--- src/hdl/cwsb_pkg.sv ---
// Shared types and constants for the 24-hour clock with set buttons.
package cwsb_pkg;

    localparam int unsigned CFG_IDX_W  = 2;
    localparam int unsigned CFG_DATA_W = 8;

    typedef enum logic [CFG_IDX_W-1:0] {
        CFG_AUTO    = 2'd0,
        CFG_LOCKOUT = 2'd1,
        CFG_STEP    = 2'd2,
        CFG_DARK    = 2'd3
    } t_cfg_idx;

    localparam logic [4:0] TENTHS_PER_SEC = 5'd10;
    localparam logic [6:0] SECS_PER_MIN   = 7'd60;
    localparam logic [6:0] MINS_PER_HOUR  = 7'd60;
    localparam logic [5:0] HOURS_PER_DAY  = 6'd24;
    localparam logic [5:0] MIN_LAST       = 6'd59;
    localparam logic [4:0] HOUR_LAST      = 5'd23;
    localparam logic [7:0] FULL_BRIGHT    = 8'd255;

    localparam logic       RST_AUTO    = 1'b0;
    localparam logic [3:0] RST_LOCKOUT = 4'd5;
    localparam logic [7:0] RST_STEP    = 8'd16;
    localparam logic [7:0] RST_DARK    = 8'd100;

    localparam int unsigned BTN_BRIGHT    = 0;
    localparam int unsigned BTN_VIEW      = 1;
    localparam int unsigned BTN_MIN_UP    = 2;
    localparam int unsigned BTN_MIN_DOWN  = 3;
    localparam int unsigned BTN_HOUR_UP   = 4;
    localparam int unsigned BTN_HOUR_DOWN = 5;

    typedef struct packed {
        logic [7:0] light_level;
        logic [5:0] buttons;
    } t_in_word;

    typedef struct packed {
        logic [4:0] hours;
        logic [5:0] minutes;
        logic [5:0] seconds;
        logic [7:0] brightness_out;
        logic       light_view;
        logic       temperature_request;
        logic       second_elapsed;
    } t_out_word;

    typedef struct packed {
        logic       auto_brightness;
        logic [3:0] lockout_ticks;
        logic [7:0] brightness_step;
        logic [7:0] dark_threshold;
    } t_cfg;

endpackage

--- src/hdl/clock_with_set_buttons.sv ---
// Top level of the 24-hour clock with set buttons: input and result registers.
//
// channel | direction | handshake                 | word
// --------+-----------+---------------------------+-----------------------------
// tick in | in        | i_in_valid / o_in_stall   | light_level, buttons
// result  | out       | o_out_valid / i_out_stall | time, brightness, view, flags
// config  | in        | i_cfg_we                  | i_cfg_idx, i_cfg_data
//
// One word per cycle sustained while the result side does not stall; an accepted tick goes
// through the input register, then the update logic, into the result register.
// The result register frees as it is taken, so input runs on while output drains.
// Synchronous active-low reset clears the time, lockout, brightness and view,
// and loads the configuration defaults.
module clock_with_set_buttons import cwsb_pkg::*; (
    input  logic                  i_clk,
    input  logic                  i_rst_n,
    input  logic                  i_in_valid,
    output logic                  o_in_stall,
    input  t_in_word              i_in_word,
    output logic                  o_out_valid,
    input  logic                  i_out_stall,
    output t_out_word             o_out_word,
    input  logic                  i_cfg_we,
    input  logic [CFG_IDX_W-1:0]  i_cfg_idx,
    input  logic [CFG_DATA_W-1:0] i_cfg_data
);

    t_in_word  r_in;
    logic      r_in_vld;
    t_out_word r_out;
    logic      r_out_vld;
    t_cfg      cfg;
    t_out_word res;
    logic      out_free;
    logic      step;
    logic      in_take;

    assign out_free   = !r_out_vld || !i_out_stall;
    assign step       = r_in_vld && out_free;
    assign o_in_stall = r_in_vld && !out_free;
    assign in_take    = i_in_valid && !o_in_stall;

    cwsb_cfg u_cfg (
        .i_clk      (i_clk),
        .i_rst_n    (i_rst_n),
        .i_cfg_we   (i_cfg_we),
        .i_cfg_idx  (i_cfg_idx),
        .i_cfg_data (i_cfg_data),
        .o_cfg      (cfg)
    );

    cwsb_core u_core (
        .i_clk   (i_clk),
        .i_rst_n (i_rst_n),
        .i_step  (step),
        .i_in    (r_in),
        .i_cfg   (cfg),
        .o_res   (res)
    );

    always_ff @(posedge i_clk) begin
        if (!i_rst_n) begin
            r_in_vld  <= 1'b0;
            r_out_vld <= 1'b0;
        end else begin
            if (in_take) begin
                r_in_vld <= 1'b1;
            end else if (step) begin
                r_in_vld <= 1'b0;
            end
            if (step) begin
                r_out_vld <= 1'b1;
            end else if (out_free) begin
                r_out_vld <= 1'b0;
            end
        end
    end

    always_ff @(posedge i_clk) begin
        if (in_take) begin
            r_in <= i_in_word;
        end
        if (step) begin
            r_out <= res;
        end
    end

    assign o_out_valid = r_out_vld;
    assign o_out_word  = r_out;

endmodule

--- src/hdl/cwsb_cfg.sv ---
// Configuration register bank for the 24-hour clock.
module cwsb_cfg import cwsb_pkg::*; (
    input  logic                  i_clk,
    input  logic                  i_rst_n,
    input  logic                  i_cfg_we,
    input  logic [CFG_IDX_W-1:0]  i_cfg_idx,
    input  logic [CFG_DATA_W-1:0] i_cfg_data,
    output t_cfg                  o_cfg
);

    t_cfg r_cfg;

    always_ff @(posedge i_clk) begin
        if (!i_rst_n) begin
            r_cfg.auto_brightness <= RST_AUTO;
            r_cfg.lockout_ticks   <= RST_LOCKOUT;
            r_cfg.brightness_step <= RST_STEP;
            r_cfg.dark_threshold  <= RST_DARK;
        end else if (i_cfg_we) begin
            case (i_cfg_idx)
                CFG_AUTO:    r_cfg.auto_brightness <= i_cfg_data[0];
                CFG_LOCKOUT: r_cfg.lockout_ticks   <= i_cfg_data[3:0];
                CFG_STEP:    r_cfg.brightness_step <= i_cfg_data;
                CFG_DARK:    r_cfg.dark_threshold  <= i_cfg_data;
                default: begin
                end
            endcase
        end
    end

    assign o_cfg = r_cfg;

endmodule

--- src/hdl/cwsb_core.sv ---
// Clock state and per-tick update logic: time, brightness, view and lockout.
module cwsb_core import cwsb_pkg::*; (
    input  logic      i_clk,
    input  logic      i_rst_n,
    input  logic      i_step,
    input  t_in_word  i_in,
    input  t_cfg      i_cfg,
    output t_out_word o_res
);

    logic [3:0] r_tenth, n_tenth;
    logic [5:0] r_sec,   n_sec;
    logic [5:0] r_min,   n_min;
    logic [4:0] r_hour,  n_hour;
    logic [3:0] r_lock,  n_lock;
    logic [7:0] r_bright, n_bright;
    logic       r_view,  n_view;

    logic [4:0] tenth_inc;
    logic [6:0] sec_inc;
    logic [6:0] min_inc;
    logic [5:0] hour_inc;
    logic       sec_done;
    logic       temp_req;

    assign tenth_inc = {1'b0, r_tenth} + 5'd1;
    assign sec_inc   = {1'b0, r_sec} + 7'd1;
    assign min_inc   = {1'b0, r_min} + 7'd1;
    assign hour_inc  = {1'b0, r_hour} + 6'd1;
    assign sec_done  = (tenth_inc >= TENTHS_PER_SEC);

    always_comb begin
        n_tenth  = sec_done ? 4'd0 : tenth_inc[3:0];
        n_sec    = r_sec;
        n_min    = r_min;
        n_hour   = r_hour;
        n_lock   = r_lock;
        n_bright = r_bright;
        n_view   = r_view;
        temp_req = 1'b0;

        // advance one second, then sample light when auto brightness is on
        if (sec_done) begin
            if (sec_inc >= SECS_PER_MIN) begin
                n_sec = 6'd0;
                if (min_inc >= MINS_PER_HOUR) begin
                    n_min  = 6'd0;
                    n_hour = (hour_inc >= HOURS_PER_DAY) ? 5'd0 : hour_inc[4:0];
                end else begin
                    n_min = min_inc[5:0];
                end
            end else begin
                n_sec = sec_inc[5:0];
            end
            if (i_cfg.auto_brightness) begin
                if (i_in.light_level <= i_cfg.dark_threshold) begin
                    n_bright = FULL_BRIGHT;
                end else begin
                    n_bright = FULL_BRIGHT - i_in.light_level + i_cfg.dark_threshold;
                end
            end
        end

        // lockout countdown, or else buttons in bit order
        if (r_lock != 4'd0) begin
            n_lock = r_lock - 4'd1;
        end else begin
            if (i_in.buttons != 6'd0) begin
                n_lock = i_cfg.lockout_ticks;
            end
            if (i_in.buttons[BTN_BRIGHT]) begin
                if (i_cfg.auto_brightness) begin
                    temp_req = 1'b1;
                end else begin
                    n_bright = n_bright + i_cfg.brightness_step;
                end
            end
            if (i_in.buttons[BTN_VIEW]) begin
                n_view = ~n_view;
            end
            if (i_in.buttons[BTN_MIN_UP]) begin
                n_sec = 6'd0;
                n_min = (n_min >= MIN_LAST) ? 6'd0 : n_min + 6'd1;
            end
            if (i_in.buttons[BTN_MIN_DOWN]) begin
                n_sec = 6'd0;
                if (n_min == 6'd0 || n_min > MIN_LAST) begin
                    n_min = MIN_LAST;
                end else begin
                    n_min = n_min - 6'd1;
                end
            end
            if (i_in.buttons[BTN_HOUR_UP]) begin
                n_sec  = 6'd0;
                n_hour = (n_hour >= HOUR_LAST) ? 5'd0 : n_hour + 5'd1;
            end
            if (i_in.buttons[BTN_HOUR_DOWN]) begin
                n_sec = 6'd0;
                if (n_hour == 5'd0 || n_hour > HOUR_LAST) begin
                    n_hour = HOUR_LAST;
                end else begin
                    n_hour = n_hour - 5'd1;
                end
            end
        end
    end

    always_ff @(posedge i_clk) begin
        if (!i_rst_n) begin
            r_tenth  <= 4'd0;
            r_sec    <= 6'd0;
            r_min    <= 6'd0;
            r_hour   <= 5'd0;
            r_lock   <= 4'd0;
            r_bright <= 8'd0;
            r_view   <= 1'b0;
        end else if (i_step) begin
            r_tenth  <= n_tenth;
            r_sec    <= n_sec;
            r_min    <= n_min;
            r_hour   <= n_hour;
            r_lock   <= n_lock;
            r_bright <= n_bright;
            r_view   <= n_view;
        end
    end

    assign o_res.hours               = n_hour;
    assign o_res.minutes             = n_min;
    assign o_res.seconds             = n_sec;
    assign o_res.brightness_out      = n_bright;
    assign o_res.light_view          = n_view;
    assign o_res.temperature_request = temp_req;
    assign o_res.second_elapsed      = sec_done;

endmodule
--- config.mk ---
export PLATFORM = sky130hd
export DESIGN_NAME = clock_with_set_buttons
export DESIGN_NICKNAME = d
export VERILOG_FILES = /design/src/hdl/cwsb_pkg.sv /design/src/hdl/clock_with_set_buttons.sv /design/src/hdl/cwsb_cfg.sv /design/src/hdl/cwsb_core.sv
export SDC_FILE = /design/constraint.sdc
export NUM_CORES = 1
export LEC_CHECK = 0
export BUFFER_PORTS_ARGS = -buffer_cell sky130_fd_sc_hd__buf_2
export CELL_PAD_IN_SITES_DETAIL_PLACEMENT = 0
export CELL_PAD_IN_SITES_GLOBAL_PLACEMENT = 1
export CORE_ASPECT_RATIO = 1.4
export CORE_MARGIN = 5
export CORE_UTILIZATION = 23
export DETAILED_ROUTE_END_ITERATION = 8
export PLACE_DENSITY_LB_ADDON = 0.05
export SYNTH_ARGS = -nofsm -noshare
export SYNTH_HDL_FRONTEND = slang
export SYNTH_SLANG_ARGS = --single-unit
--- constraint.sdc ---
create_clock -name i_clk -period 4.7 [get_ports i_clk]
set_input_delay 0.235 -clock i_clk [delete_from_list [all_inputs] [get_ports i_clk]]
set_output_delay 0.235 -clock i_clk [all_outputs]
set_load 0.02 [all_outputs]
### Word-level counts from Yosys, hierarchy flattened

Index checks and enable logic that the tools add are counted.
W data, S select, Z words.

| operators by class | value |
|---|---|
| add/subtract/negate cells | 12 |
| $mul | 0 |
| div/mod/pow operators | 0 |
| $lt $le $gt $ge | 9 |
| eq/ne operators | 3 |
| shift-type cells | 0 |
| multiplexer cells | 42 |
| bitwise gates (word level) | 2 |
| reductions and logical operators | 24 |

Operator list:

| cell | number |
|---|---|
| $mux W6 | 16 |
| $mux W5 | 10 |
| $mux W8 | 6 |
| $add A8 B8 Y8 | 2 |
| $add A6 B1 Y7 const B | 2 |
| $ge A7 B6 Y1 const B | 2 |
| $mux W4 | 3 |
| $reduce_and A2 Y1 | 5 |
| $le A8 B8 Y1 | 1 |
| $sub A8 B8 Y8 const A | 1 |
| $mux W1 | 7 |
| $add A5 B1 Y6 const B | 1 |
| $add A6 B1 Y6 const B | 1 |
| $ge A6 B5 Y1 const B | 1 |
| $ge A6 B6 Y1 const B | 1 |
| $gt A6 B6 Y1 const B | 1 |
| $logic_not A6 Y1 | 1 |
| $reduce_bool A2 Y1 | 3 |
| $reduce_bool A6 Y1 | 1 |
| $sub A6 B1 Y6 const B | 1 |
| $add A4 B1 Y5 const B | 1 |
| $add A5 B1 Y5 const B | 1 |
| $ge A5 B4 Y1 const B | 1 |
| $ge A5 B5 Y1 const B | 1 |
| other kinds (13) | 22 |

| word-level totals | value |
|---|---|
| flip-flop bits (word level) | 99 |
| latch bits | 0 |
| bits in writable memories | 0 |
| memory bits (read-only) | 0 |
| bits of input ports | 29 |
| output and inout port bits | 30 |
| memories kept | 0 |

### Depth between registers and ports, before layout

Gate-level depths: netlist of the first run.

| depth | value |
|---|---|
| word-level depth | 15 |
| depth in mapped cells | 23 |
| depth with buffers taken out | 22 |

### By module

From an unflattened synthesis of the first run, not the netlist that was laid out.

| unflattened totals | value |
|---|---|
| cells, all modules | 722 |
| area total of the unflattened synthesis | 6,427.4 um2 |

Modules (own cells, without submodules):

| module | times used | cells an instance | area an instance (um2) | sequential area each (um2) |
|---|---|---|---|---|
| cwsb_core | 1 | 583 | 4,202.8 | 680.7 |
| clock_with_set_buttons | 1 | 50 | 1,345.0 | 1,301.2 |
| cwsb_cfg | 1 | 89 | 879.6 | 420.4 |

### Worst setup path before layout of the first run

OpenSTA, ideal clock, no wires.

| path | value |
|---|---|
| path kind | register -> register |
| from | register u_core.r_tenth[1] |
| to | register u_core.r_hour[3] |
| library setup time | 115 ps |
| data arrival time | 4,374 ps |
| required time | 4,585 ps |
| path slack | 210 ps |
| cell stages (with the launch flop) | 22 |
| clock period less this slack | 4,490 ps |
| cells stage by stage | dfxtp_1 > inv_1 > ha_1 > and2b_2 > a211o_2 > nor3_4 > nand2_2 > buf_6 > o21ai_1 > ha_1 > inv_1 > a221o_1 > a21boi_0 > o2111ai_1 > o21ai_0 > a211o_1 > ha_1 > nor2_1 > o2111ai_1 > a31o_2 > a31o_2 > a31o_1 |

RTL lines:

| what | line | text |
|---|---|---|
| from (decl) | cwsb_core.sv:11 | `logic [3:0] r_tenth, n_tenth;` |
| from (signal assigned) | cwsb_core.sv:118 | `r_tenth <= n_tenth;` |
| to (signal assigned) | cwsb_core.sv:121 | `r_hour <= n_hour;` |
| to (decl) | cwsb_core.sv:14 | `logic [4:0] r_hour, n_hour;` |

==> results of run 1 <==
==> cells by family (layout without fill, tap and decap cells) <==
family | Yosys count | after routing | synth area share, %
AO/OA/AOI/OAI | 221 | 221 | 22.7
XOR/XNOR | 25 | 25 | 3.30
adder cells (fa/ha/maj) | 37 | 37 | 7.21
buffers and inverters | 81 | 156 | 5.53
flip-flops | 99 | 99 | 36.2
multiplexers | 23 | 23 | 3.64
AND/OR/NAND/NOR | 291 | 291 | 21.3
==> final timing paths <==
path | slack, ps | cells after the start | end | from
setup reg to reg | 300 | 19 | o_out_word[21]$_DFFE_PP_ | u_core.r_tenth[1]$_SDFFE_PN0P_
hold / removal | 40 | 1 | r_in[9]$_DFFE_PP_ | i_in_word[9]
hold reg to reg | 460 | 2 | u_cfg.o_cfg[7]$_SDFFE_PN0P_ | u_cfg.o_cfg[7]$_SDFFE_PN0P_
setup / recovery | 300 | 19 | o_out_word[21]$_DFFE_PP_ | u_core.r_tenth[1]$_SDFFE_PN0P_
==> cells in the mapped netlist, drive strengths merged (8+ instances only) <==
cell type  number
nor2           82
inv            40
edfxtp         42
mux2i          14
nand2         104
dfxtp          57
nor3           19
and2           10
nand3          14
mux2            9
a21oi          68
ha             35
o211ai          8
buf            12
nand2b         12
o21ai          45
o31ai           8
a211oi          9
xnor2          18
clkbuf         27
a31oi          15
==> worst register-to-register path: stages (launching register included) <==
cell and delay [ps]:
dfxtp_2 370, inv_1 50, ha_1 300, and2b_2 240
a211o_2 380, nor3_4 160, buf_4 210, mux2_2 400
ha_2 230, o311ai_4 280, or2_1 170, o211a_1 160
inv_1 60, ha_1 210, and2_1 170, and2_1 170
o21ai_0 150, o21a_1 130, o2111ai_1 140, and2_1 190
==> through the flow <==
step                      setup slack [ps]  hold WS (ps)  area [sq um]  util (%)
after floorplan                        210           334          6630         -
after global placement                93.5           411          7480      26.3
after detailed placement              56.5           414          7480      26.3
after CTS                             20.7          22.2          7780      27.4
after global routing                  23.4          28.1          7850      27.6
final                                  301          39.2          7850      27.6
==> where the power goes <==
| group | switching (W) | total [W] | internal (W) |
|---|---|---|---|
| clock | 0.000364 | 0.000793 | 0.000429 |
| combinational | 0.000334 | 0.000532 | 0.000198 |
| sequential | 0.0000450 | 0.00100 | 0.000957 |
| total | 0.000742 | 0.00233 | 0.00158 |
==> flip-flops by register name, indices dropped and copies added (netlist names), 4 cells and up <==
| register | cells |
|---|---|
| u_core.r_sec | 6 |
| u_core.r_tenth | 4 |
| u_cfg.o_cfg | 21 |
| o_out_word | 28 |
| u_core.r_lock | 4 |
| r_in | 14 |
| u_core.r_hour | 5 |
| u_core.r_min | 6 |
| u_core.r_bright | 8 |
==> routing by layer <==
metal  up-vias  GRT usage (%)
li1       2942              -
met4         0           5.03
met5         -              0
met2        68           28.2
met3        27           1.76
met1      2836           13.9
==> area by class of cell <==
cell class	count	area (sq um)
Sequential cell	99	2400
Inverter	42	158
Clock inverter	6	62.6
Tap cell	375	469
Timing Repair Buffer	98	591
Fill cell	3059	20600
Clock buffer	10	239
Multi-Input combinational cell	597	3920
==> timing repair <==
action	4_1_cts	5_1_grt
resized for setup	0	14
setup endpoints to repair	0	20
buffers inserted	0	1
==> impl_metrics.tcl, run 1 <==
set metrics [dict create \
    status "completed" \
    hold_path_class "in -> reg" \
    synth_edf_count 42 \
    rsz0062_at_grt "no" \
    hold_viol 0 \
    grt_pass1_vias 6130 \
    drt_iter0_markers 234 \
    syn_to_final_growth_pct 18.3 \
    drtAntennaViolNets 0 \
    clk_pin_slew_worst_paths_ps 80 \
    synthFlopType "dfxtp_1" \
    dp_hpwl_um 16900 \
    period_minus_slack_ps 4400 \
    ys_top_cells_by_area "edfxtp_1, dfxtp_1, ha_1" \
    grt_max_degree 43 \
    syn_inst 777 \
    grt.total_usage_pct 13.8 \
    cts_buffers 9 \
    crit_chain "inv_1 > ha_1 > and2b_2 > a211o_2 > nor3_4 > buf_4 > mux2_2 > ha_2 > o311ai_4 > or2_1 > o211a_1 > inv_1 > ha_1 > and2_1 > and2_1 > o21ai_0 > o21a_1 > o2111ai_1 > and2_1" \
    top_layer_used "met4" \
    core_sq_um 28400 \
    num_vias 5873 \
    insertion_delay_ps 370 \
    io_pins 59 \
    end_kind "flip-flop" \
    grt_antenna_before_repair 0 \
    drt-total-wl_um 22200 \
    yosysSeqAreaShare_pct 36.2 \
    die_width_um 153 \
    synth_top_area_share_pct 19.0 \
    p_per_area_nw_per_um2 297 \
    yosysUniqueCellTypes 90 \
    leakage_nw 3.06 \
    drc 0 \
    power_w 0.00233 \
    irDropWorstVdd_mv 0.173 \
    cp-start-kind "flip-flop" \
    cts_tree "built" \
    netlist_area_sq_um 6630 \
    cts_sinks 99 \
    wl_met3_um 391 \
    crit_top_cell "and2_1" \
    die_h_um 211 \
    initial_core_util_pct 23.3 \
    cts.path.max_buffers 2 \
    final_common_cell "nand2_1" \
    finalSetupTns_ps 0 \
    dr.pass1.iters 4 \
    crit_buf_inv 3 \
    synth_top_area_cell "edfxtp_1" \
    wl_met1_um 8400 \
    clockRootBuffer "clkbuf_16" \
    globalplace.congestion 0.870 \
    slew_headroom_pct 42.8 \
    diodes 0 \
    cpMaxStageDelayCell "mux2_2" \
    num_rows 73 \
    htree_levels 3 \
    overflow 0 \
    die_area_sq_um 32400 \
    portBuffers 58 \
    syn_nets 843 \
    post_drt_wl_per_cell_um 18.1 \
    avgViaCountPerCell 4.79 \
    crit_family "compound AO/OA/AOI/OAI gates" \
    finalClockSkew_ps 11.2 \
    dpl.cell_count 1210 \
    tightest_slew_ps 850 \
    cp.arrival_ps 4530 \
    fmax_ghz 0.227 \
    slew_violations 0 \
    setup_viol 0 \
    layout_common_cells "nand2_1, nor2_1, a21oi_1" \
    cp.required_ps 4830 \
    critical_path_class "reg -> reg" \
    async_reset_ff_share_pct 0 \
    grt_first_pass_wirelength_um 34600 \
    ys_seq_elements 99 \
    critical_path.max_fanout 9 \
    maxCapViolations 0 \
    avgSynthCellArea_sq_um 8.53 \
    cts_hold_buf 0 \
    stdcell_count 1227 \
    yosys_warnings 0 \
    fin_crit_sh_pct 93.6 \
    drive_gt1_share_pct 20.2 \
    fin_nets 913 \
    wl_met2_um 12900 \
    cpPeakStageDelay_ps 400 \
]
(Power assumes the default switching activity.)
==> inputs of run 2 (changes only) <==
SYNTH_HIERARCHICAL = 1   (was unset)
==> run 2 against run 1 <==
Sequential share of layout area up 0.96 points. Synthesized cell count down 7.1%. Clock power down 1%. Global-route usage down 0.41 points. Largest cell class unchanged. Flip-flop and latch count unchanged. Fmax up 1.2%. Area after synthesis down 3.1%.
==> impl_metrics.tcl, run 2 <==
set metrics [dict create \
    drive_gt1_share_pct 18.3 \
    io_pins 59 \
    initial_core_util_pct 23.2 \
    layout_common_cells "nand2_1, buf_2, dfxtp_1" \
    async_reset_ff_share_pct 0 \
    critical_path.max_fanout 5 \
    dp_hpwl_um 15300 \
    stdcell_count 1155 \
    diodes 0 \
    cpMaxStageDelayCell "or4_4" \
    cts_sinks 99 \
    yosys_warnings 6 \
    hold_viol 0 \
    final_common_cell "nand2_1" \
    die_area_sq_um 31400 \
    ys_seq_elements 99 \
    post_drt_wl_per_cell_um 17.7 \
    hold_path_class "in -> reg" \
    cts_tree "built" \
    drt-total-wl_um 20500 \
    grt_pass1_vias 5897 \
    clockRootBuffer "clkbuf_16" \
    avgSynthCellArea_sq_um 8.90 \
    cts_hold_buf 0 \
    ys_top_cells_by_count "nand2_1, dfxtp_1, nor2_1" \
    fmax_ghz 0.230 \
    cts.path.max_buffers 2 \
    end_kind "flip-flop" \
    dr.pass1.iters 8 \
    yosysSeqAreaShare_pct 37.4 \
    combinationalPowerShare_pct 20.7 \
    ys_top_cells_by_area "edfxtp_1, dfxtp_1, ha_1" \
    grt_max_degree 42 \
    layout_setup_ws_ps 353 \
    num_rows 72 \
    yosysUniqueCellTypes 79 \
    synthMuxAreaShare_pct 5.68 \
    tightest_slew_ps 817 \
    htree_levels 3 \
    grt_first_pass_wirelength_um 32500 \
    synth_top_family_by_area "simple AND/OR/NAND/NOR gates" \
    maxCapViolations 0 \
    insertion_delay_ps 360 \
    slew_headroom_pct 45.5 \
    p_per_area_nw_per_um2 295 \
    dpl.cell_count 1136 \
    slew_violations 0 \
    grt.total_usage_pct 13.4 \
    avgViaCountPerCell 4.77 \
    cpPeakStageDelay_ps 500 \
    synth_edf_count 42 \
    synth_top_area_share_pct 19.6 \
    clk_pin_slew_worst_paths_ps 70 \
    cp.required_ps 4810 \
    die_width_um 151 \
    synthFlopType "dfxtp_1" \
    synth-compound-area-share_pct 19.3 \
    drt_iter0_markers 338 \
    yosys.area_share.simple_pct 20.7 \
    setup_viol 0 \
    yosysMostFrequentCell "nand2_1" \
    largest_reg_flops 28 \
    syn_nets 788 \
    drc 0 \
    r2r_start "u_core/r_tenth[1]$_SDFFE_PN0P_" \
    fin_crit_sh_pct 92.5 \
    portBuffers 58 \
    power_w 0.00225 \
    power_switching_w 0.000697 \
    netlist_area_sq_um 6430 \
    cp.arrival_ps 4460 \
    internal-power_w 0.00155 \
    status "completed" \
    crit_path_start "u_core/r_tenth[1]$_SDFFE_PN0P_" \
    cp-start-kind "flip-flop" \
    irDropWorstVdd_mv 0.152 \
    cts_buffers 9 \
    grt_antenna_before_repair 0 \
    globalplace.congestion 0.786 \
    critical_path_class "reg -> reg" \
    synth_top_area_cell "edfxtp_1" \
    fin_nets 846 \
    drtAntennaViolNets 0 \
    leakage_nw 3.02 \
    finalClockSkew_ps 12.6 \
    synth_xor_area_share_pct 3.82 \
    crit_chain "inv_1 > ha_1 > nand3b_1 > a21oi_1 > or3_4 > nor4_4 > or2_2 > ha_1 > a311oi_1 > or4_4 > a221o_1 > o211a_2 > nor4_4 > buf_4 > mux2i_1 > o22ai_1 > a21oi_1 > o31a_1" \
    overflow 0 \
    num_vias 5511 \
    synth_fa_ha_area_share_pct 7.44 \
    period_minus_slack_ps 4350 \
    die_h_um 208 \
    syn_to_final_growth_pct 18.4 \
    holdCritStartpoint "i_in_word[6]" \
    timing.hold.ws_ps 48.6 \
    pwr-share-seq_pct 44.5 \
    dp_slack_ps 38.5 \
    core_sq_um 27700 \
    syn_inst 722 \
    clockPowerShare_pct 34.8 \
    p_sw_share_pct 31.0 \
]
## run 2: cell types whose count changed in the layout (fill, tap and decap cells not counted), sizes merged, moves of 9 or more
| cell | delta |
|---|---|
| a21oi | -29 |
| mux2i | +18 |
| nand2 | -24 |
| nand2b | -10 |
| nand3 | +9 |
| nor2 | -29 |
| nor2b | +14 |
| nor3 | -12 |
## run 2: cell type report
type                            instances  area [sq um]
Clock buffer                           10           229
Clock inverter                          6          63.8
Fill cell                            2989         20000
Inverter                               42           158
Multi-Input combinational cell        538          3760
Sequential cell                        99          2400
Tap cell                              370           463
Timing Repair Buffer                   90           531
## run 2: critical path: cells and delay by family (launching register included)
family	cells	cell delay, ps
adders and majority gates	2	490
AOI/OAI and AO/OA	7	1150
muxes	1	70
DFF	1	360
buffers and inverters	2	240
and+or+nand+nor	6	1790
## run 2: power groups by stage
stage,logic [W],clock network [W],registers [W]
final,0.000464,0.000782,0.00100
after global routing,0.000520,0.000846,0.00101
after CTS,0.000458,0.000823,0.00100
after detailed placement,0.000456,0,0.00102
after global placement,0.000455,0,0.00102
after floorplan,0.000299,0,0.00102
## run 2: metrics by stage
stage | util (%) | setup TNS, ps | cell area (sq um)
2_1_floorplan | - | 0 | 6430
3_3_place_gp | 26.0 | 0 | 7200
3_5_place_dp | 26.0 | 0 | 7200
4_1_cts | 27.1 | 0 | 7500
5_1_grt | 27.5 | -0.0830 | 7610
6_report | 27.5 | 0 | 7610
## run 2: logic make-up (layout without fill, tap and decap cells)
logic type,Yosys count,count (layout)
XOR/XNOR,28,28
buffers and inverters,85,148
AO/OA/AOI/OAI,181,181
AND/OR/NAND/NOR,256,256
multiplexers,36,36
flip-flops,99,99
adder cells (fa/ha/maj),37,37
## run 2: metal layers
layer	global-route usage, %	part of all wire, %	up-vias
met3	1.97	3.1	23
met2	24.7	54	103
li1	-	-	2731
met4	4.51	2.0	0
met1	15.3	41	2654
met5	0	0	-
## run 2: worst paths after layout
path                            endpoint  slack, ps  depth (start not counted)
max reg2reg     o_out_word[20]$_DFFE_PP_        350                         18
max             o_out_word[20]$_DFFE_PP_        350                         18
min                    r_in[6]$_DFFE_PP_         50                          1
min reg2reg  u_cfg/o_cfg[8]$_SDFFE_PN0P_        470                          2
## run 2: what timing repair did
action,CTS,global route
endpoints found under the setup margin,0,19
resized for setup,0,19
buffers inserted,0,3
==> inputs of run 3 (changes only) <==
CORE_UTILIZATION = 30   (was 23)
==> run 3 against run 2 <==
Critical path type unchanged. First-iteration DRC count decreased by 36%. Utilization increased by 7.7 points. Worst setup slack got worse by 80 ps. Highest routed layer unchanged. Critical path depth unchanged. Worst hold slack improved by 4.3 ps. Final cell count decreased by 9.5%. Wire length decreased by 8.5%. Via count increased by 0.20%. Power decreased by 2.3%. Non-clock buffer count unchanged. Global-route usage increased by 1.9 points.
==> impl_metrics.tcl, run 3 (synthesis results as in run 2) <==
set metrics [dict create \
    status "completed" \
    register_area_sq_um 2400 \
    overflow 0 \
    num_vias 5522 \
    period_minus_slack_ps 4430 \
    grt_max_degree 61 \
    slew_violations 0 \
    initial_core_util_pct 30.4 \
    clockRootBuffer "clkbuf_16" \
    drtAntennaViolNets 0 \
    grt_first_pass_wirelength_um 29500 \
    timing.hold.ws_ps 52.9 \
    dp_hpwl_um 14100 \
    drive_gt1_share_pct 18.0 \
    crit_chain "inv_1 > ha_1 > nand3b_1 > a21oi_1 > or3_4 > nor4_4 > or2_2 > ha_1 > a311oi_1 > or4_4 > a221o_1 > o211a_4 > nor4_4 > buf_4 > mux2i_1 > o22ai_1 > a21oi_1 > o31a_1" \
    syn_to_final_growth_pct 15.8 \
    grt.total_usage_pct 15.3 \
    avgViaCountPerCell 5.28 \
    insertion_delay_ps 350 \
    cp-start-kind "flip-flop" \
    cts_sinks 99 \
    portBuffers 58 \
    fillCellCount 2222 \
    rsz0062_at_grt "no" \
    drt-total-wl_um 18700 \
    maxCapViolations 0 \
    io_pins 59 \
    critical_path_class "reg -> reg" \
    crit_buf_inv 2 \
    tightest_slew_ps 1100 \
    grtUsageMet3_pct 2.22 \
    htree_levels 3 \
    drc 0 \
    hold_viol 0 \
    cpPeakStageDelay_ps 500 \
    grt_pass1_vias 5523 \
    fin_nets 846 \
    cts_buffers 9 \
    dr.pass1.iters 5 \
    largest_reg_flops 28 \
    stdcell_area_sq_um 7440 \
    slew_headroom_pct 26.3 \
    placed_area_sq_um 7050 \
    die_h_um 183 \
    multi_input_area_sq_um 3740 \
    hold_path_class "in -> reg" \
    globalplace.congestion 0.887 \
    cp.required_ps 4810 \
    globalRouteMet1Util_pct 16.6 \
    die_area_sq_um 24500 \
    p_per_area_nw_per_um2 295 \
    cts_tree "built" \
    finalClockSkew_ps 7.32 \
    leakage_nw 3.04 \
    post_drt_wl_per_cell_um 17.9 \
    grt_use_met2_pct 28.9 \
    end_kind "flip-flop" \
    setup_viol 0 \
    grt_busiest_layer "met2" \
    num_rows 63 \
    diodes 0 \
    critical_path.max_fanout 5 \
    cp.arrival_ps 4530 \
    core_sq_um 21100 \
    layout_common_cells "nand2_1, buf_2, dfxtp_1" \
    grt_antenna_before_repair 0 \
    irDropWorstVdd_mv 0.165 \
    fmax_ghz 0.226 \
    cpMaxStageDelayCell "or4_4" \
    die_width_um 134 \
    fin_crit_sh_pct 94.2 \
    crit_family "simple AND/OR/NAND/NOR gates" \
    finalSetupTns_ps 0 \
    cts.path.max_buffers 2 \
    drt_iter0_markers 218 \
    final_common_cell "nand2_1" \
    clk_pin_slew_worst_paths_ps 80 \
    final_core_util_pct 35.2 \
]
## run 3: worst reg2reg max path: cells and delay by family (launching register included)
family	cells	cell delay, ps
AOI/OAI and AO/OA	7	1210
adders and majority gates	2	470
buffers and inverters	2	250
DFF	1	360
muxes	1	70
and+or+nand+nor	6	1840
## run 3: stage by stage
step                      instances  power (W)  worst slack (ps)
after global placement         1024    0.00146               188
after CTS                      1040    0.00222              58.6
after detailed placement       1024    0.00146              79.8
final                          1045    0.00220               274
after floorplan                 722    0.00132               110
after global routing           1045    0.00231              13.7
## run 3: layout make-up
type	instances	area share [%]
clock buffer	9	3.03
clock inverter	7	0.756
inverter	42	2.12
multi-input combinational	538	50.3
sequential	99	32.3
tap	260	4.37
timing repair buffer	90	7.13
## run 3: layer usage
metal | part of all wire, % | up-vias
met3 | 2.6 | 34
li1 | - | 2736
met1 | 40 | 2638
met5 | 0 | -
met2 | 54 | 114
met4 | 3.5 | 0
## run 3: final timing paths
kind / slack, ps / endpoint / start / cells past startpoint
worst max-delay path: 270 / o_out_word[20]$_DFFE_PP_ / u_core/r_tenth[1]$_SDFFE_PN0P_ / 18
worst min-delay path: 50 / r_in[9]$_DFFE_PP_ / i_in_word[9] / 1
worst max register to register: 270 / o_out_word[20]$_DFFE_PP_ / u_core/r_tenth[1]$_SDFFE_PN0P_ / 18
worst min register to register: 470 / u_cfg/o_cfg[7]$_SDFFE_PN0P_ / u_cfg/o_cfg[7]$_SDFFE_PN0P_ / 2
## run 3: what timing repair did
action | CTS | global route
hold buffers | 0 | 0
resized for setup | 0 | 14
buffers inserted | 0 | 5
endpoints found under the setup margin | 0 | 21
## run 3: power by group
group	switching (W)	internal [W]	leakage [nW]
combinational	0.000277	0.000181	2.03
clock	0.000369	0.000369	0.142
sequential	0.0000451	0.000955	0.867
